$ cat src/hw/rtl/mvts_ram.sv
module mvts_ram #(
  parameter int unsigned WIDTH = 8,
  parameter int unsigned DEPTH = 32
) (
  input  logic                     clk_i,
  input  logic                     we_i,
  input  logic [$clog2(DEPTH)-1:0] waddr_i,
  input  logic [WIDTH-1:0]         wdata_i,
  input  logic [$clog2(DEPTH)-1:0] raddr_i,
  output logic [WIDTH-1:0]         rdata_o
);

  logic [WIDTH-1:0] mem [DEPTH];

  // one write port, registered read port
  always_ff @(posedge clk_i) begin
    if (we_i) begin
      mem[waddr_i] <= wdata_i;
    end
    rdata_o <= mem[raddr_i];
  end

endmodule

$ cat config.mk
export PLATFORM = sky130hd
export DESIGN_NAME = mvts_ram
export DESIGN_NICKNAME = d
export VERILOG_FILES = /design/src/hw/rtl/mvts_ram.sv
export SDC_FILE = /design/constraint.sdc
export NUM_CORES = 1
export LEC_CHECK = 0
export ABC_AREA = 1
export BUFFER_PORTS_ARGS = -buffer_cell sky130_fd_sc_hd__clkbuf_2
export CORE_ASPECT_RATIO = 0.9
export CORE_MARGIN = 2
export CORE_UTILIZATION = 38
export CTS_BUF_LIST = sky130_fd_sc_hd__clkbuf_2
export DETAILED_ROUTE_END_ITERATION = 7
export GPL_ROUTABILITY_DRIVEN = 1
export PLACE_DENSITY = 0.64
export SYNTH_ARGS = -nofsm -noshare
export SYNTH_HDL_FRONTEND = slang
export SYNTH_SLANG_ARGS = --single-unit
$ cat constraint.sdc
create_clock -name clk_i -period 1.2 [get_ports clk_i]
set_input_delay 0.12 -clock clk_i [delete_from_list [all_inputs] [get_ports clk_i]]
set_output_delay 0.12 -clock clk_i [all_outputs]
set_load 0.05 [all_outputs]
==> impl_metrics.py <==
metrics = {
    "grt": {
        "grt_antenna_before_repair": 0,
        "grt_pass1_wl_microns": 39490,
        "grt_pass1_vias": 7036,
        "grt_overflow_total": 0,
        "grt.total_usage_pct": 17.42,
        "grt_max_degree": 49,
    },
    "sta": {
        "setup_viol": 8,
        "min_period_ps": 1444,
        "fin_hold_ws_ps": 90.15,
        "fin_skew_ps": 54.10,
        "rsz0062_at_grt": "true",
        "tns_ps": -1667,
        "drv_slew": 0,
        "period_share_pct": 120.3,
        "finalWorstSetupSlack_ps": -244.0,
        "finalHoldViolations": 0,
        "fmax_ghz": 0.6925,
        "worst-slew-pin-transition_ps": 733.0,
        "relSlewSlack_pct": 51.14,
    },
    "pwr": {
        "leakage_nw": 4.952,
        "p_total_w": 0.01779,
        "peakVddDrop_mv": 0.6977,
        "cellPowerDensity_nw_per_um2": 1393,
    },
    "critical_path": {
        "max_stage_delay_ps": 360,
        "critPathRequiredTime_ps": 1080,
        "crit_type": "reg2out",
        "start_kind": "flop",
        "critPathBufInv": 1,
        "critical_path_peak_fanout": 1,
        "crit_chain": "clkbuf_16",
        "cp-end-kind": "output pin",
        "crit_slowest_cell": "dfxtp_2",
        "cpLargestDelayFamily": "flip-flops",
        "worst_ep_arrival_time_ps": 1320,
    },
    "clock_tree": {
        "clk_latency_ps": 790,
        "cts_setup_buffers": 0,
        "clock-sinks": 264,
        "cts-htree-levels": 3,
        "cts_buffers": 68,
        "root_buffer": "clkbuf_2",
        "cts_buffer_depth": 3,
        "path_clk_slew_ps": 110,
        "cts_tree": "built",
    },
    "finish": {
        "drive_above_1_share_pct": 23.71,
        "final_common_cell": "nand2_1",
        "nets": 1072,
        "final_cell_mix": "338 x nand2_1, 256 x edfxtp_1, 179 x nand3_1, 118 x clkbuf_2, 57 x buf_4",
        "n_antenna_cell": 0,
        "areaGrowthSynthToFinish_pct": 18.36,
    },
    "synthesis": {
        "synth_seq_cells": 264,
        "synth.net_count": 942,
        "synth_area_leaders": "edfxtp_1 71%, nand2_1 13%, nand3_1 9.5%",
        "ys_types": 12,
        "avgSynthCellArea_sq_um": 11.70,
        "syn_inst": 922,
        "synth_compound_area_share_pct": 0,
        "synth_fa_ha_area_share_pct": 0,
        "ys_warn_count": 0,
        "synth_top_area_cell": "edfxtp_1",
        "muxShareOfSynthArea_pct": 0,
        "yosysSeqAreaShare_pct": 72.75,
        "synth_top_family_by_area": "simple AND/OR/NAND/NOR gates",
        "yosysTopAreaCellShare_pct": 71.27,
        "synthSimpleGateAreaFrac_pct": 23.11,
        "syn_area_sq_um": 10790,
        "synth_xor_area_share_pct": 0,
    },
    "route": {
        "drt_first_iter_violations": 815,
        "drc": 0,
        "drt_wl_total_microns": 24990,
        "ant_nets": 0,
        "firstDrtPassIters": 5,
        "post_drt_wl_per_cell_microns": 17.10,
        "viasPerCell": 4.952,
        "vias": 7235,
    },
    "run_status": {
        "violations": "negative setup slack",
        "status": "finished, violations left",
    },
    "placed_design": {
        "dp_hpwl_microns": 15050,
        "gp_congestion": 0.8204,
        "port_buffers": 27,
    },
    "floorplanning": {
        "die_x_microns": 181.6,
        "die_h_microns": 163.8,
        "io_pins": 28,
        "fp-row-count": 58,
        "start_util_pct": 38.61,
        "coreArea_sq_um": 27940,
        "fp.dieArea_sq_um": 29750,
    },
    "min_path": {
        "worstHoldPathType": "in2reg",
    },
    "run": {
        "maxCapViolations": 0,
    },
}
[layout make-up]
cell class                      instances  area (sq um)
Clock buffer                          100         500.5
Inverter                               10         38.79
Fill cell                            2500         15170
Sequential cell                       264          7868
Tap cell                              360         450.4
Multi-Input combinational cell        596          2673
Clock inverter                         19         98.84
Timing Repair Buffer                  112          1139
[per-layer routing]
layer | vias up | track usage (%) | part of all wire [%]
met3 | 34 | 3.259 | 6.9
met1 | 3440 | 24.84 | 46
met4 | 0 | 6.245 | 1.5
li1 | 3502 | - | -
met2 | 259 | 26.84 | 46
met5 | - | 0 | 0
[cells by family after synthesis]
group	Yosys count
buf+inv	62
flops	264
simple gates	596
[state kept, by name (all words and copies together) (netlist names)]
name     count
mem        256
rdata_o      8
[synth_stat cells]
| cell type | count |
|---|---|
| dfxtp_1 | 8 |
| nand3_1 | 204 |
| buf_4 | 4 |
| clkbuf_1 | 7 |
| buf_1 | 2 |
| buf_2 | 15 |
| nor2_1 | 32 |
| inv_1 | 8 |
| buf_6 | 24 |
| nand2_1 | 360 |
| edfxtp_1 | 256 |
| inv_2 | 2 |
[stage by stage]
stage	instances	util, %	instance area [sq um]	setup WS (ps)
after floorplan	922	-	10790	45.97
final	1461	45.70	12770	-244.0
after global routing	1461	45.70	12770	-333.3
after detailed placement	1328	41.83	11690	-278.7
after global placement	1328	41.83	11690	-262.5
after CTS	1461	45.10	12600	-338.3
[where the power goes]
group / leakage, nW / internal [W] / total [W] / switching, W
sequential: 2.38 / 0.0102 / 0.0103 / 0.0000590
clock: 0.471 / 0.00243 / 0.00587 / 0.00343
combinational: 2.11 / 0.000586 / 0.00163 / 0.00104
[worst paths after layout]
| check | startpoint | endpoint | slack, ps | depth (start not counted) |
|---|---|---|---|---|
| min | waddr_i[0] | mem[1][6] | 90 | 5 |
| min reg2reg | mem[22][2] | rdata_o[2] | 730 | 8 |
| max | rdata_o[6] | rdata_o[6] | -240 | 1 |
| max reg2reg | mem[12][5] | rdata_o[5] | 50 | 8 |
[what timing repair did]
item	CTS	global route
gates resized for setup	37	46
hold buffers	14	0
setup endpoints to repair	10	16
cloned	0	0
hold endpoints to repair	314	0
pin swaps	3	16
Note: power is estimated with default switching activity, not from simulation.
