`src/hw/rtl/mvts_pkg.sv`:
```
package mvts_pkg;

  // divider operand and result widths
  localparam int unsigned NUM_W = 58;
  localparam int unsigned DEN_W = 40;
  localparam int unsigned QUO_W = 16;

  // word codes
  localparam logic MODE_TICK = 1'b0;
  localparam logic MODE_TRIG = 1'b1;

  localparam logic [1:0] WAVE_SINE   = 2'd0;
  localparam logic [1:0] WAVE_SQUARE = 2'd1;
  localparam logic [1:0] WAVE_TRI    = 2'd2;
  localparam logic [1:0] WAVE_SAW    = 2'd3;

  localparam logic [1:0] DECAY_LIN  = 2'd1;
  localparam logic [1:0] DECAY_PARA = 2'd2;

  localparam logic [19:0] ELAPSED_MAX = 20'hFFFFF;

  // quarter-wave sine polynomial coefficients
  localparam logic [15:0] POLY_A = 16'd51472;
  localparam logic [15:0] POLY_B = 16'd21024;
  localparam logic [15:0] POLY_C = 16'd2320;

  typedef struct packed {
    logic             start;
    logic [NUM_W-1:0] num;
    logic [DEN_W-1:0] den;
  } div_req_t;

  typedef struct packed {
    logic             done;
    logic [QUO_W-1:0] quo;
  } div_rsp_t;

endpackage

```
`src/hw/rtl/mvts_div.sv`:
```
module mvts_div (
  input  logic               clk_i,
  input  logic               rst_ni,
  input  mvts_pkg::div_req_t req_i,
  output mvts_pkg::div_rsp_t rsp_o
);

  import mvts_pkg::*;

  localparam int unsigned DSW = DEN_W + QUO_W - 1;
  localparam int unsigned CW  = $clog2(QUO_W);

  logic             busy_q, done_q;
  logic [CW-1:0]    cnt_q;
  logic [NUM_W-1:0] rem_q;
  logic [DSW-1:0]   dsh_q;
  logic [QUO_W-1:0] quo_q;
  logic             ge;

  assign ge = rem_q >= NUM_W'(dsh_q);

  // control: one quotient bit per cycle
  always_ff @(posedge clk_i or negedge rst_ni) begin
    if (!rst_ni) begin
      busy_q <= 1'b0;
      done_q <= 1'b0;
      cnt_q  <= '0;
    end else if (req_i.start) begin
      busy_q <= 1'b1;
      done_q <= 1'b0;
      cnt_q  <= CW'(QUO_W - 1);
    end else if (busy_q) begin
      busy_q <= (cnt_q != '0);
      done_q <= (cnt_q == '0);
      cnt_q  <= cnt_q - CW'(1);
    end else begin
      done_q <= 1'b0;
    end
  end

  // restoring shift-subtract datapath
  always_ff @(posedge clk_i) begin
    if (req_i.start) begin
      rem_q <= req_i.num;
      dsh_q <= {req_i.den, {(QUO_W-1){1'b0}}};
      quo_q <= '0;
    end else if (busy_q) begin
      if (ge) begin
        rem_q <= rem_q - NUM_W'(dsh_q);
      end
      quo_q <= {quo_q[QUO_W-2:0], ge};
      dsh_q <= dsh_q >> 1;
    end
  end

  assign rsp_o.done = done_q;
  assign rsp_o.quo  = quo_q;

endmodule

```
`config.mk`:
```
export PLATFORM = sky130hd
export DESIGN_NAME = mvts_div
export DESIGN_NICKNAME = d
export VERILOG_FILES = /design/src/hw/rtl/mvts_pkg.sv /design/src/hw/rtl/mvts_div.sv
export SDC_FILE = /design/constraint.sdc
export NUM_CORES = 1
export LEC_CHECK = 0
export BUFFER_PORTS_ARGS = -buffer_cell sky130_fd_sc_hd__buf_2
export CAP_MARGIN = 20
export CORE_UTILIZATION = 49
export CTS_BUF_LIST = sky130_fd_sc_hd__clkbuf_16
export CTS_CLUSTER_SIZE = 20
export DETAILED_ROUTE_END_ITERATION = 8
export GPL_TIMING_DRIVEN = 1
export PLACE_DENSITY = 0.72
export SETUP_SLACK_MARGIN = 0.15
export SLEW_MARGIN = 20
export SYNTH_ARGS = -nofsm -noshare
export SYNTH_HDL_FRONTEND = slang
export SYNTH_SLANG_ARGS = --single-unit
```
`constraint.sdc`:
```
create_clock -name clk_i -period 4.9 [get_ports clk_i]
set_input_delay 0.49 -clock clk_i [delete_from_list [all_inputs] [get_ports clk_i]]
set_output_delay 0.49 -clock clk_i [all_outputs]
set_load 0.03 [all_outputs]
```
==> summary.md <==
| Metric | Value |
|---|---|
| Final min period | around 3.7 ns |
| Diode count | 0 |
| Initial DRC count | 771 |
| Core box area | 18100 µm² |
| Worst Max-Slew Pin Slew | 0.968 ns |
| Clock root cell | clkbuf_16 |
| Clock-pin slew on the worst setup and hold paths | 0.06 ns |
| Internal | 0.00381 W |
| Pwr Density | between 600 and 700 nW/µm² |
| Worst Hold Class | in -> reg |
| Slowest cell delay on critical path | around 0.59 ns |
| Tot Pwr | 0.00645 W |
| Synth async-reset ratio | under 10% |
| RD Place Congestion | roughly 0.90 |
| Crit end category | register |
| Num CTS Buffers | 17 |
| Final Max Tran Viols | 0 |
| RSZ-0062 raised after global routing | no |
| Area of the multi-input gates | 4900 µm² |
| Hold EP | dsh_q[31]$_DFFE_PP_ |
| Die Width | 138 µm |
| Peak VDD IR | around 330 µV |
| Flop pwr share | between 20 and 30% |
| Post-CTS Setup Inserts | 0 |
| Hold depth | 3 |
| P_leak | between 4 and 5 nW |
| Slew headroom | 35.5% |
| Number of synthesized flops with an enable pin | about 100 |
| Crit-path max FO | 32 |
| Rows | 49 |
| Synth Flop Type | edfxtp_1 |
| Synth warnings | 0 |
| Final hold violations | 0 |
| Max_cap viols | 0 |
| Post-CTS Resized | 0 |
| Reg-to-Reg Start | rem_q[0]$_DFFE_PP_ |
| CP arrival | 3.84 ns |
| Hpwl dp | between 15 and 20 mm |
| Crit start category | register |
| Syn Area/Cell | roughly 8.7 µm² |
| Status | finished with violations |
| # IOs | between 100 and 150 |
| Layout area overhead | 15.0% |
| Hold_sp | req_i[16] |
| Final setup viols | 0 |
| Largest net degree at the start of global routing | 102 |
| NetSw | ~0.0026 W |
| Critical path class | reg -> reg |
| Syn Inst Count | approximately 1.1k |
| CP max-delay cell | a21o_2 |
| Vias/cell | roughly 5.5 |
| Req. time, crit path | 5.01 ns |
| Post-route clock period utilization | between 70% and 80% |
| Drt pass-1 iters | 8 |
| Switching share of power | around two fifths |
| R2R Setup Slk | 1.17 ns |
| GRT Total Usage | a little under a quarter |
| Clock power frac | a little over a fifth |
| Port bufs | approximately 120 |
| Clk_lat worst skew | between 0.4 and 0.5 ns |
| Worst reg2reg path depth | 13 |
| Peak Freq | ~270 MHz |
| Worst Clk Skew | approximately 0.020 ns |
| Routed wire length | between 20 and 25 mm |
| Layout cells sized above 1 | ~15% |
| H-tree depth | 4 |
| Initial antenna violation count | 0 |
| Initial Util | approximately half |
| TNS Setup | 0 ns |
| Grt total ovfl | 0 |
| Nets@finish | 1297 |
| Seq/Total Area, Yosys | about two fifths |
| Max clock buf depth | 2 |
| Worst reg2reg endpoint | rem_q[24]$_DFFE_PP_ |
| DR vias | about 7.6k |
| Post-route ant nets | 0 |
| CP Cell Sequence | inv_1 -> ha_1 -> fa_1 -> nor2b_1 -> o2111ai_2 -> a211oi_2 -> o31a_1 -> o2111ai_1 -> nand3_1 -> a31oi_1 -> o21ai_0 -> a21o_2 -> buf_12 |
| Syn Nets | 1209 |
| Flip-flop and latch area | between 3000 and 4000 µm² |
| # DRC | 12 |
| First-pass GRT wire length | between 30 and 40 mm |
| Die Y | 138 µm |
| Post-synthesis register bit count | about 140 |
| Clock sinks | 135 |
| CTS tree | yes |
| Area of the mapped netlist | roughly 9000 µm² |
| Synth unique cells | 65 |
| Die area | about 19000 µm² |
| Failing checks | DRC |
| Gate power share | a little over 50% |
| Avg WL per Cell | 15.6 µm |
| Layout fillers | 1628 |
| Vias in the first global route | 7388 |
## final cells by class
cell class	instances	share of cell area, %
clock buffers	17	4.07
clock inverters	15	2.01
inverters	73	2.62
multi-input cells	790	46.9
flip-flops and latches	135	35.5
well taps	229	2.74
repair buffers	122	6.16
## routing by layer
layer  routed length (µm)  up-vias  global-route usage (%)
met1                10500     3485                    32.0
li1                     -     3909                       -
met2                 9820      214                    37.8
met4                  263        0                    7.98
met5                    0        -                       0
met3                  939       23                    3.50
## worst max-delay path, delay by kind of cell, from the launching register on
family / cells / cell delay [ns]
buf+inv: 2 / 0.33
compound gates: 7 / 1.75
fa+ha+maj: 2 / 0.62
flops: 1 / 0.33
simple gates: 2 / 0.34
## registers in the layout, summed over array words and instances (netlist names)
name,flops
done_q,1
rem_q,58
busy_q,1
quo_q,16
dsh_q,55
cnt_q,4
## how the worst max path moves through the flow
stage,depth (start not counted),startpoint,slack [ns],end
2_1_floorplan,12,rem_q[0]$_DFFE_PP_,1.02,rem_q[0]$_DFFE_PP_
3_3_place_gp,13,rem_q[0]$_DFFE_PP_,1.31,rem_q[20]$_DFFE_PP_
3_5_place_dp,13,rem_q[0]$_DFFE_PP_,1.11,rem_q[19]$_DFFE_PP_
4_1_cts,13,rem_q[0]$_DFFE_PP_,1.12,rem_q[19]$_DFFE_PP_
5_1_grt,13,rem_q[0]$_DFFE_PP_,0.90,rem_q[19]$_DFFE_PP_
6_report,13,rem_q[0]$_DFFE_PP_,1.17,rem_q[24]$_DFFE_PP_
## cells by family after synthesis
logic type	after synthesis	share of synthesized area, %
and+or+nand+nor	346	16.4
buffers and inverters	126	5.30
adders and majority gates	57	7.93
xor gates and xnor gates	52	5.01
AOI/OAI and AO/OA	302	20.9
muxes	33	3.66
DFF	135	40.8
## repair_timing
action / in CTS / in global routing
setup endpoints to repair: 0 / 0
endpoints found under the hold margin: 6 / 0
hold buffers: 1 / 0
## placed cells by master (no fill, tap or decap), drive strengths merged, types with 7 or more instances in the layout
cell      n
buf     121
o31ai     7
o21a      8
nand3    10
o21ai   125
nand4    14
mux2i    31
xnor2    26
nand2   194
o21bai   12
and2      8
dfxtp    31
a31oi    10
xor2     26
nor3     21
a211oi    8
inv      75
a21o     27
edfxtp   98
nor2     65
ha       56
clkbuf   17
a21oi    70
## synthesized netlist by cell type (all sizes together), types with 3 or more instances
library cell  count  area share [%]
a211oi            8            0.77
a21o             27             2.2
a21oi            70             4.0
a311oi            4            0.45
a31oi            10            0.69
and2              8            0.55
and3              5            0.34
buf              12            0.59
clkbuf           41             1.7
dfrtp             6             1.7
dfxtp            31             6.8
edfxtp           98              32
ha               56             7.7
inv              72             3.0
mux2i            31             3.4
nand2           194             8.0
nand2b            4            0.28
nand3            10            0.55
nand4            14            0.96
nor2             65             2.7
nor2b             5            0.34
nor3             21             1.2
nor4              5            0.34
o2111ai           4            0.45
o211ai            3            0.25
o21a              8            0.66
o21ai           125             6.9
o21bai           12            0.99
o31ai             7            0.69
or2               3            0.21
or3               5            0.34
xnor2            26             2.5
xor2             26             2.5
## through the flow
stage | std cells | cell area [µm²] | setup WS [ns] | hold slack [ns] | util (%)
3_3_place_gp | 1348 | 9810 | 1.31 | 0.319 | 54.2
5_1_grt | 1381 | 10500 | 0.898 | 0.335 | 57.8
2_1_floorplan | 1051 | 9090 | 1.02 | 0.194 | -
3_5_place_dp | 1348 | 9810 | 1.11 | 0.321 | 54.2
6_report | 1381 | 10500 | 1.17 | 0.329 | 57.8
4_1_cts | 1381 | 10500 | 1.12 | 0.317 | 57.8
## power groups by stage
stage | clock network, W | registers, W | logic (W)
final | 0.00140 | 0.00173 | 0.00331
after global routing | 0.00146 | 0.00176 | 0.00368
after detailed placement | 0 | 0.00175 | 0.00323
after CTS | 0.00142 | 0.00174 | 0.00327
after global placement | 0 | 0.00174 | 0.00321
after floorplan | 0 | 0.00173 | 0.00253
Note: power is estimated with default switching activity, not from simulation.
